**src/fbpa_pkg.sv**
```systemverilog
// Shared constants for the fixed block pool allocator.
// Field widths, mode and status codes, register indexes and reset values.
// No dependencies.
`timescale 1ns / 1ps

package fbpa_pkg;

  localparam int MODE_W   = 2;
  localparam int OFFSET_W = 20;
  localparam int STATUS_W = 2;
  localparam int SIZE_W   = 13;
  localparam int COUNT_W  = 9;
  localparam int LINK_W   = 8;
  localparam int ALLOC_W  = 32;
  localparam int CFG_IDX_W  = 1;
  localparam int CFG_DATA_W = 13;
  localparam int DIV_STEPS  = 8;
  localparam int DIV_CNT_W  = 3;

  localparam int DEF_MAX_BLOCKS = 256;

  localparam logic [MODE_W-1:0] MODE_ALLOC  = 2'd0;
  localparam logic [MODE_W-1:0] MODE_FREE   = 2'd1;
  localparam logic [MODE_W-1:0] MODE_REINIT = 2'd2;

  localparam logic [STATUS_W-1:0] ST_OK       = 2'd0;
  localparam logic [STATUS_W-1:0] ST_EMPTY    = 2'd1;
  localparam logic [STATUS_W-1:0] ST_RANGE    = 2'd2;
  localparam logic [STATUS_W-1:0] ST_MISALIGN = 2'd3;

  localparam logic [CFG_IDX_W-1:0] REG_BLOCK_SIZE  = 1'd0;
  localparam logic [CFG_IDX_W-1:0] REG_BLOCK_COUNT = 1'd1;

  localparam logic [SIZE_W-1:0]  SIZE_RESET  = 13'd16;
  localparam logic [SIZE_W-1:0]  SIZE_MAX    = 13'd4096;
  localparam logic [COUNT_W-1:0] COUNT_RESET = 9'd256;

  typedef enum logic [4:0] {
    S_IDLE = 5'b00001,
    S_EXEC = 5'b00010,
    S_DIV  = 5'b00100,
    S_FIN  = 5'b01000,
    S_OUT  = 5'b10000
  } state_t;

endpackage

```
**src/fixed_block_pool_allocator.sv**
```systemverilog
// Fixed block pool allocator: free list of equal blocks in a link memory.
// Uses fbpa_pkg for widths, codes and reset values.
//
//  channel | direction | handshake           | payload
//  in      | input     | in_valid / in_stall   | in_mode, in_offset
//  out     | output    | out_valid / out_stall | status, offset, free count, flags
//  cfg     | input     | cfg_we                | cfg_index, cfg_wdata
//
// Allocate, reinit, no-op and out-of-range free: S_EXEC after accept, then out_valid in S_OUT.
// In-range free: S_EXEC, the 8-step restoring divider in S_DIV, S_FIN, then out_valid in S_OUT.
// Ready again the cycle after the result is taken; only one item is in flight at a time.
// Link entries carry valid bits cleared at once by reset, reinit or a count write.
// out_stall holds the result; in_stall stays high until it is taken.
`timescale 1ns / 1ps

module fixed_block_pool_allocator #(
  parameter int MAX_BLOCKS = fbpa_pkg::DEF_MAX_BLOCKS
) (
  input  logic                            clk,
  input  logic                            rst_n,
  input  logic                            in_valid,
  output logic                            in_stall,
  input  logic [fbpa_pkg::MODE_W-1:0]     in_mode,
  input  logic [fbpa_pkg::OFFSET_W-1:0]   in_offset,
  output logic                            out_valid,
  input  logic                            out_stall,
  output logic [fbpa_pkg::STATUS_W-1:0]   out_status,
  output logic [fbpa_pkg::OFFSET_W-1:0]   out_block_offset,
  output logic [fbpa_pkg::COUNT_W-1:0]    out_free_blocks,
  output logic                            out_all_free,
  output logic [fbpa_pkg::ALLOC_W-1:0]    out_allocations,
  input  logic                            cfg_we,
  input  logic [fbpa_pkg::CFG_IDX_W-1:0]  cfg_index,
  input  logic [fbpa_pkg::CFG_DATA_W-1:0] cfg_wdata
);

  localparam int AW = (MAX_BLOCKS > 1) ? $clog2(MAX_BLOCKS) : 1;
  localparam logic [fbpa_pkg::COUNT_W-1:0] MAXB = MAX_BLOCKS[fbpa_pkg::COUNT_W-1:0];
  localparam int SIZE_W  = fbpa_pkg::SIZE_W;
  localparam int COUNT_W = fbpa_pkg::COUNT_W;
  localparam int LINK_W  = fbpa_pkg::LINK_W;
  localparam int OFF_W   = fbpa_pkg::OFFSET_W;

  fbpa_pkg::state_t state_r, state_nxt;

  logic [SIZE_W-1:0]          size_r, size_nxt;
  logic [COUNT_W-1:0]         count_r, count_nxt;
  logic [LINK_W-1:0]          head_r, head_nxt;
  logic [COUNT_W-1:0]         free_r, free_nxt;
  logic [fbpa_pkg::ALLOC_W-1:0] alloc_r, alloc_nxt;
  logic [MAX_BLOCKS-1:0]      vld_r, vld_nxt;

  logic [fbpa_pkg::MODE_W-1:0] mode_r, mode_nxt;
  logic [OFF_W-1:0]           rem_r, rem_nxt;
  logic [OFF_W-1:0]           dv_r, dv_nxt;
  logic [LINK_W-1:0]          q_r, q_nxt;
  logic [fbpa_pkg::DIV_CNT_W-1:0] cnt_r, cnt_nxt;
  logic [fbpa_pkg::STATUS_W-1:0] st_r, st_nxt;
  logic [OFF_W-1:0]           boff_r, boff_nxt;

  logic [LINK_W-1:0] mem [MAX_BLOCKS];
  logic [LINK_W-1:0] rd_data_r;
  logic              rd_vld_r;
  logic [AW-1:0]     rd_addr;
  logic              mem_we;
  logic [AW-1:0]     mem_wa;

  logic [SIZE_W-1:0]  size_eff;
  logic [COUNT_W-1:0] count_eff;
  logic [COUNT_W-1:0] cfg_count_eff;
  logic [SIZE_W+LINK_W-1:0]  prod_alloc;
  logic [SIZE_W+COUNT_W-1:0] prod_limit;
  logic              div_ge;

  always_comb begin
    if (size_r == '0) size_eff = SIZE_W'(1);
    else if (size_r > fbpa_pkg::SIZE_MAX) size_eff = fbpa_pkg::SIZE_MAX;
    else size_eff = size_r;
  end

  always_comb begin
    if (count_r == '0) count_eff = COUNT_W'(1);
    else if (count_r > MAXB) count_eff = MAXB;
    else count_eff = count_r;
  end

  always_comb begin
    if (cfg_wdata[COUNT_W-1:0] == '0) cfg_count_eff = COUNT_W'(1);
    else if (cfg_wdata[COUNT_W-1:0] > MAXB) cfg_count_eff = MAXB;
    else cfg_count_eff = cfg_wdata[COUNT_W-1:0];
  end

  assign prod_alloc = head_r * size_eff;
  assign prod_limit = count_eff * size_eff;
  assign div_ge     = rem_r >= dv_r;
  assign rd_addr    = ({1'b0, head_r} < MAXB) ? head_r[AW-1:0] : '0;
  assign mem_wa     = q_r[AW-1:0];

  always_comb begin
    state_nxt = state_r;
    size_nxt  = size_r;
    count_nxt = count_r;
    head_nxt  = head_r;
    free_nxt  = free_r;
    alloc_nxt = alloc_r;
    vld_nxt   = vld_r;
    mode_nxt  = mode_r;
    rem_nxt   = rem_r;
    dv_nxt    = dv_r;
    q_nxt     = q_r;
    cnt_nxt   = cnt_r;
    st_nxt    = st_r;
    boff_nxt  = boff_r;
    mem_we    = 1'b0;

    case (state_r)
      fbpa_pkg::S_IDLE: begin
        if (in_valid) begin
          mode_nxt  = in_mode;
          rem_nxt   = in_offset;
          state_nxt = fbpa_pkg::S_EXEC;
        end
      end
      fbpa_pkg::S_EXEC: begin
        st_nxt    = fbpa_pkg::ST_OK;
        boff_nxt  = '0;
        state_nxt = fbpa_pkg::S_OUT;
        case (mode_r)
          fbpa_pkg::MODE_ALLOC: begin
            if (free_r == '0) begin
              st_nxt = fbpa_pkg::ST_EMPTY;
            end else begin
              boff_nxt  = prod_alloc[OFF_W-1:0];
              head_nxt  = rd_vld_r ? rd_data_r : head_r + LINK_W'(1);
              free_nxt  = free_r - COUNT_W'(1);
              alloc_nxt = alloc_r + 1'b1;
            end
          end
          fbpa_pkg::MODE_FREE: begin
            if ({2'b0, rem_r} >= prod_limit) begin
              st_nxt = fbpa_pkg::ST_RANGE;
            end else begin
              dv_nxt    = {size_eff, 7'b0};
              q_nxt     = '0;
              cnt_nxt   = fbpa_pkg::DIV_CNT_W'(fbpa_pkg::DIV_STEPS - 1);
              state_nxt = fbpa_pkg::S_DIV;
            end
          end
          fbpa_pkg::MODE_REINIT: begin
            vld_nxt  = '0;
            head_nxt = '0;
            free_nxt = count_eff;
          end
          default: begin
          end
        endcase
      end
      fbpa_pkg::S_DIV: begin
        if (div_ge) rem_nxt = rem_r - dv_r;
        q_nxt  = {q_r[LINK_W-2:0], div_ge};
        dv_nxt = dv_r >> 1;
        cnt_nxt = cnt_r - 1'b1;
        if (cnt_r == '0) state_nxt = fbpa_pkg::S_FIN;
      end
      fbpa_pkg::S_FIN: begin
        state_nxt = fbpa_pkg::S_OUT;
        if (rem_r != '0) begin
          st_nxt = fbpa_pkg::ST_MISALIGN;
        end else begin
          mem_we          = 1'b1;
          vld_nxt[mem_wa] = 1'b1;
          head_nxt        = q_r;
          if (free_r < count_eff) free_nxt = free_r + COUNT_W'(1);
        end
      end
      fbpa_pkg::S_OUT: begin
        if (!out_stall) state_nxt = fbpa_pkg::S_IDLE;
      end
      default: begin
        state_nxt = fbpa_pkg::S_IDLE;
      end
    endcase

    if (cfg_we) begin
      case (cfg_index)
        fbpa_pkg::REG_BLOCK_SIZE: begin
          size_nxt = cfg_wdata[SIZE_W-1:0];
        end
        fbpa_pkg::REG_BLOCK_COUNT: begin
          count_nxt = cfg_wdata[COUNT_W-1:0];
          vld_nxt   = '0;
          head_nxt  = '0;
          free_nxt  = cfg_count_eff;
        end
        default: begin
        end
      endcase
    end
  end

  always_ff @(posedge clk) begin
    if (!rst_n) begin
      state_r <= fbpa_pkg::S_IDLE;
      size_r  <= fbpa_pkg::SIZE_RESET;
      count_r <= fbpa_pkg::COUNT_RESET;
      head_r  <= '0;
      free_r  <= MAXB;
      alloc_r <= '0;
      vld_r   <= '0;
    end else begin
      state_r <= state_nxt;
      size_r  <= size_nxt;
      count_r <= count_nxt;
      head_r  <= head_nxt;
      free_r  <= free_nxt;
      alloc_r <= alloc_nxt;
      vld_r   <= vld_nxt;
    end
  end

  always_ff @(posedge clk) begin
    mode_r <= mode_nxt;
    rem_r  <= rem_nxt;
    dv_r   <= dv_nxt;
    q_r    <= q_nxt;
    cnt_r  <= cnt_nxt;
    st_r   <= st_nxt;
    boff_r <= boff_nxt;
  end

  // link memory, registered read at the current head
  always_ff @(posedge clk) begin
    if (mem_we) mem[mem_wa] <= head_r;
    rd_data_r <= mem[rd_addr];
    rd_vld_r  <= vld_r[rd_addr];
  end

  assign in_stall         = (state_r != fbpa_pkg::S_IDLE);
  assign out_valid        = (state_r == fbpa_pkg::S_OUT);
  assign out_status       = st_r;
  assign out_block_offset = boff_r;
  assign out_free_blocks  = free_r;
  assign out_all_free     = (free_r >= count_eff);
  assign out_allocations  = alloc_r;

  a_ready_no_result: assert property (@(posedge clk) disable iff (!rst_n)
    !in_stall |-> !out_valid)
    else $error("ready while a result is pending");

  a_free_bound: assert property (@(posedge clk) disable iff (!rst_n)
    free_r <= MAXB)
    else $error("free count above pool size");

  a_fail_zero_offset: assert property (@(posedge clk) disable iff (!rst_n)
    out_valid && (out_status != fbpa_pkg::ST_OK) |-> (out_block_offset == '0))
    else $error("failed item reports an offset");

  a_push_in_pool: assert property (@(posedge clk) disable iff (!rst_n)
    mem_we |-> ({1'b0, q_r} < count_eff))
    else $error("free pushes a block outside the pool");

endmodule
```
**config.mk**
```make
export PLATFORM = sky130hd
export DESIGN_NAME = fixed_block_pool_allocator
export DESIGN_NICKNAME = d
export VERILOG_FILES = /design/src/fbpa_pkg.sv /design/src/fixed_block_pool_allocator.sv
export SDC_FILE = /design/constraint.sdc
export NUM_CORES = 2
export LEC_CHECK = 0
export ABC_AREA = 1
export BUFFER_PORTS_ARGS = -buffer_cell sky130_fd_sc_hd__clkbuf_2
export CAP_MARGIN = 20
export CORE_MARGIN = 2
export CORE_UTILIZATION = 51
export DETAILED_ROUTE_END_ITERATION = 10
export HOLD_SLACK_MARGIN = 0.03
export PLACE_DENSITY = 0.66
export SYNTH_ARGS = -nofsm -noshare
export SYNTH_HDL_FRONTEND = slang
export SYNTH_SLANG_ARGS = --single-unit
```
**constraint.sdc**
```tcl
create_clock -name clk -period 15.8 [get_ports clk]
set_input_delay 1.58 -clock clk [delete_from_list [all_inputs] [get_ports clk]]
set_output_delay 1.58 -clock clk [all_outputs]
set_load 0.005 [all_outputs]
```
* Yosys cells after proc, flatten, opt, wreduce, memory -nomap -nowiden
Memory sizes are Yosys's and may differ from the RTL's. A register that Yosys moved wholly into a read port is not among the register bits.
Cells that the tools add are included.
W data, S select, Z words.
** Word-level totals
- Register bits :: 408
- Bits of input ports :: 41
- Memory bits (writable) :: 2048
- Output and inout bits :: 66
- Word-level logic and storage cells :: 129
- Memories :: 1
** Operators by class
- Muxes and demuxes :: 56
- Multipliers :: 2
- Bitwise logic cells :: 4
- Magnitude comparators :: 10
- Add/subtract/negate cells :: 6
- Reduce and logical (&&, ||, !) cells :: 20
- Eq/ne operators :: 15
** Memory list
- mem :: depth 256, bits a word 8, read ports 1, clocked after Yosys merged registers in 1, wr ports 1, RTL line fixed_block_pool_allocator.sv:61 : logic [LINK_W-1:0] mem [MAX_BLOCKS];
** Operator list (count)
- $mux W256 :: 4
- $pmux W256 S2 :: 1
- $or A256 B256 Y256 :: 1
- $mux W9 :: 9
- $mux W20 :: 4
- $pmux W20 S2 :: 2
- $mux W8 :: 7
- $pmux W8 S2 :: 3
- $pmux W9 S2 :: 2
- $add A32 B1 Y32 const B :: 1
- $logic_not A9 Y1 :: 3
- $mux W13 :: 2
- $mux W5 :: 5
- $pmux W5 S5 :: 1
- $ge A20 B22 Y1 :: 1
- $mul A9 B13 Y22 :: 1
- $ge A20 B20 Y1 :: 1
- $mul A8 B13 Y20 :: 1
- $reduce_bool A20 Y1 :: 1
- $sub A20 B20 Y20 :: 1
- $gt A9 B9 Y1 const B :: 2
- $lt A8 B9 Y1 const B :: 2
- $ne A2 B2 Y1 const B :: 7
- $gt A13 B13 Y1 const B :: 1
- other kinds (31) :: 50

* Longest topological paths before layout
- Word-level depth :: 9
- Gate-level depth with buffers :: 41
- Mapped depth without buffers :: 40

* Worst setup path after synthesis
Ideal clock, no wire load.
- Path type :: register to register
- From :: register head_r[5]
- To :: register boff_r[14], in the netlist out_block_offset[14] (data pin)
- Library setup time :: 253 ps
- Slack :: 7476 ps
- Required time :: 15547 ps
- Arrival :: 8071 ps
- Period minus slack after synthesis :: 8324 ps
- Path buffers :: 1
- Stages on the path, launching flop included :: 20
- Path through :: dfxtp_1 clkinv_1 clkbuf_1 nor2_1 fa_1 fa_1 fa_1 inv_1 fa_1 inv_1 ha_1 nand2_1 inv_1 a21oi_1 o21ai_0 a21boi_0 o21ai_0 nand2_1 nand2_1 nor2_1
** Between the ends
- Cells in the longest elaborated chain, start to end :: 1
** RTL lines
- start: declaration :: RTL line fixed_block_pool_allocator.sv:48 : logic [LINK_W-1:0] head_r, head_nxt;
- start signal: assignment :: RTL line fixed_block_pool_allocator.sv:214 : head_r <= head_nxt;
- $mul A8 B13 Y20 :: RTL line fixed_block_pool_allocator.sv:93 : assign prod_alloc = head_r * size_eff;
- end signal: assignment :: RTL line fixed_block_pool_allocator.sv:228 : boff_r <= boff_nxt;
- end: declaration :: RTL line fixed_block_pool_allocator.sv:59 : logic [OFF_W-1:0] boff_r, boff_nxt;
No other way between the ends.
A chain may end at the register's enable or synchronous reset.

* Final worst setup path
- From :: register size_r[4]
- To :: register q_r[2], in the netlist mem_wa[2], enable pin
** Between the ends
- Cells in the longest elaborated chain, start to end :: 7
- Elaborated cells on any way between the ends :: 8
- Those cells by class :: 1 x mul; 2 x order compare; 1 x eq/ne; 2 x mux; 2 x reduce/logical
** RTL lines
- start: declaration :: RTL line fixed_block_pool_allocator.sv:46 : logic [SIZE_W-1:0] size_r, size_nxt;
- start signal: assignment :: RTL line fixed_block_pool_allocator.sv:204 : size_r <= fbpa_pkg::SIZE_RESET;
- start signal: assignment :: RTL line fixed_block_pool_allocator.sv:212 : size_r <= size_nxt;
- $gt A13 B13 Y1 :: RTL line fixed_block_pool_allocator.sv:77 : else if (size_r > fbpa_pkg::SIZE_MAX) size_eff = fbpa_pkg::SIZE_MAX;
- $mux W13 :: RTL line fixed_block_pool_allocator.sv:77
- $mux W13 (*) :: RTL line fixed_block_pool_allocator.sv:76 : if (size_r == '0) size_eff = SIZE_W'(1);
- $mul A9 B13 Y22 (*) :: RTL line fixed_block_pool_allocator.sv:94 : assign prod_limit = count_eff * size_eff;
- $ge A20 B22 Y1 (*) :: RTL line fixed_block_pool_allocator.sv:140 : if ({2'b0, rem_r} >= prod_limit) begin
- $ne A2 B2 Y1 (no source line) (*)
- $reduce_and A3 Y1 (no source line) (*)
- end signal: assignment :: RTL line fixed_block_pool_allocator.sv:225 : q_r <= q_nxt;
- end: declaration :: RTL line fixed_block_pool_allocator.sv:56 : logic [LINK_W-1:0] q_r, q_nxt;
Mark *: on every way between the ends. The rest lies on a longest branch, timed or not.

==> impl_results.md <==
* CP peak stage delay at 0.69 ns
* CP Max Fanout at 31
* Clock Tree Root: clkbuf_16
* CTS sink cnt at 2464
* RSZ-0062 raised after global routing: false
* XOR/XNOR share of the synthesized area at less than 1%
* Crit path kind: flop to flop
* Via count at 76961
* Sequential fraction of the synthesis area at 64.3%
* CP startpoint kind: flop
* Minimum clock period at 8.20 ns
* Resized cells post-CTS at 0
* Static Leak at 0.0407 uW
* Yosys Warn Count at 0
* Avg Cell Area, Syn at 10.7 um2
* Largest family of logic cells by synthesized area: simple AND/OR/NAND/NOR gates
* Yosys reg bits at about 2500
* Post-route setup slack at 7.60 ns
* Accumulated negative setup slack at 0 ns
* Die H at around 470 um
* Pre-CTS setup slack at 7.65 ns
* Leading area contributor after synthesis: edfxtp_1
* Final Setup Violations at 0
* CTS tree: built
* Max_cap viols at 0
* Slew of the pin with the lowest slew margin at 1.26 ns
* Net Count, Synth at roughly 11000
* Post-CTS Setup Bufs at 0
* VDD IR max at 0.000105 V
* First-pass GRT wire length at 448000 um
* DRT Wirelength at 296000 um
* Top-count cell post-synth: edfxtp_1
* Worst R2R Setup Slack at 7.60 ns
* Dpl cells at 12673
* Outcome: completed
* Largest net degree at the start of global routing at 230
* Die area at 0.219 mm2
* Ports at about 110
* Synth Instances at 10280
* Reg clk slew, reported paths at about 0.070 ns
* Total track usage at 26.6%
* First drt pass iteration count at 9
* GR Overflow Total at 0
* FMAX at ~120 MHz
* Hold WC Path Type: flop to flop
* DP HPWL at about 170000 um
* Iteration-0 DRC Markers at 8949
* Critical Path Most Common Cell: nand2_1
* CP Data Required Time at 16.32 ns
* Hold_buf cts at 0
* EDFF count, synth at 2123
* CP endpoint kind: flop
* Area Overhead vs Synth at 9.52%
* Initial antenna violation count at 7
* Antenna Nets Post-Route at 0
* Layout cells sized above 1 at 6.79%
* Die Width at 468 um
* Post-synth ARST share at 0%
* Max-slew violations at 0
* Final nets at 10400
* Core Area at around 0.21 mm2
* GP Congestion at about 0.90
* DR vias/cell at 5.85
* Synth Area in Adders at under 10%
* I/O Buffers at 106
* H-tree levels at 4
* Multiplexer share of the synthesized area at 0%
* CP Data Arrival Time at 8.72 ns
* Clk_lat worst skew at 0.89 ns
* Period utilisation layout at around half
* Hold Vio Cnt, Final at 0
* Remaining DRCs at 0
* Synth area leaders: edfxtp_1 58%, dfxtp_1 6.2%, nor2_1 5.2%
* Synth Area in Compound Gates at 10.0%
* Slew margin rel. at 16.0%
* Post-Synth Simple-Gate Area at 16.2%
* Mapped cell area at 0.110 mm2
* Yosys cell types at 51
* Layout Cells excl Fill at 13147
* Initial core utilization at 51.2%
* Synth cell count leaders: 2123 x edfxtp_1, 1523 x nor2_1, 1483 x nand2_1, 1071 x nand3_1, 989 x o21ai_0
* WL/cell at roughly 23 um
* Total CTS buffers at around 240
* Row count at 170
* CP max-delay cell: nor2_1
* Clock Path Buffers at 3
* PwrDens at 111 mW/mm2
* Post-synth top area share at 58.1%
* Skew final at around 0.026 ns
* Most used DFF post-synth: edfxtp_1
* Vias in the first global route at 72484
==> metrics by stage <==
stage                     power (uW)  instance area [um2]  utilization [%]  hold WS, ns
after global routing           13700               120000             56.1        0.522
after floorplan                 7520               110000                -        0.444
after CTS                      13400               120000             56.1        0.480
after global placement          7690               112000             52.3        0.469
final                          13400               120000             56.1        0.486
after detailed placement        7700               112000             52.3        0.470
==> logic make-up (layout without fill, tap and decap cells) <==
| logic type | Yosys count | after routing |
|---|---|---|
| compound gates | 1961 | 1961 |
| buf+inv | 1299 | 1319 |
| other cells | 0 | 9 |
| xor+xnor | 61 | 61 |
| simple gates | 4215 | 4215 |
| fa+ha+maj | 280 | 280 |
| flops | 2464 | 2464 |
==> worst paths after layout <==
check	from	endpoint	depth (start not counted)
min	count_r[7]$_SDFFE_PN0P_	count_r[7]$_SDFFE_PN0P_	2
max reg2reg	size_r[4]$_SDFFE_PN1P_	mem_wa[2]$_SDFFCE_PN0P_	36
max	size_r[4]$_SDFFE_PN1P_	mem_wa[2]$_SDFFCE_PN0P_	36
min reg2reg	count_r[7]$_SDFFE_PN0P_	count_r[7]$_SDFFE_PN0P_	2
==> where the power goes <==
group / total, uW / switching [uW] / internal, uW
Clock: 5830 / 2500 / 3330
Sequential: 7050 / 38.4 / 7010
Combinational: 512 / 360 / 152
Total: 13400 / 2900 / 10500
==> state kept, by name, indices dropped and copies added (netlist names), 9 cells and up <==
name and count:
count_r 9, dv_r 20, mem 2048, out_allocations 32, out_block_offset 20, out_free_blocks 9
rem_r 20, size_r 13, vld_r 256
==> worst max-delay path, delay by kind of cell (launching register included) <==
kind,cells,cell delay [ns]
AND/OR/NAND/NOR,15,2.61
buffers and inverters,9,1.32
XOR/XNOR,1,0.16
adder cells (fa/ha/maj),6,2.57
flip-flops,1,0.30
AO/OA/AOI/OAI,5,0.85
==> final cells by class <==
class	instances	area, um2
Timing Repair Buffer	214	1450
Clock buffer	341	6870
Antenna cell	9	22.5
Multi-Input combinational cell	6517	34000
Inverter	641	2440
Sequential cell	2464	70600
Fill cell	17853	94000
Clock inverter	123	1230
Tap cell	2838	3550
==> routing by layer <==
metal / share of wire [%] / vias up / global-route usage, %
li1: - / 35411 / -
met1: 41 / 37791 / 36.9
met2: 47 / 3243 / 42.4
met3: 8.1 / 508 / 4.54
met4: 3.4 / 8 / 9.48
met5: 0.018 / - / 0
==> cells in the final DEF, fill, tap and decap left out, types with 6 or more instances in the layout <==
cell       instances
dfxtp_1          333
clkinv_1          34
nor4_1            12
clkbuf_16        244
o22ai_1          357
diode_2            9
dfxtp_4            8
a21oi_1          267
clkbuf_8          40
ha_1             136
o21a_1           262
nor3_1            23
xnor2_1           21
edfxtp_1        2123
nor2_1          1520
o21ai_1           47
nand4_1           25
fa_1             144
nand2_1         1467
clkbuf_2         106
inv_1            629
nand2_2           29
a21o_1             6
buf_4             99
buf_12             9
nand3_1         1071
nor2_4            44
clkbuf_1          57
xor2_1            40
o21ai_0          989
a31oi_1           11
bufinv_16         18
clkinv_2          53
No activity file was read; power rests on OpenSTA's default activity.
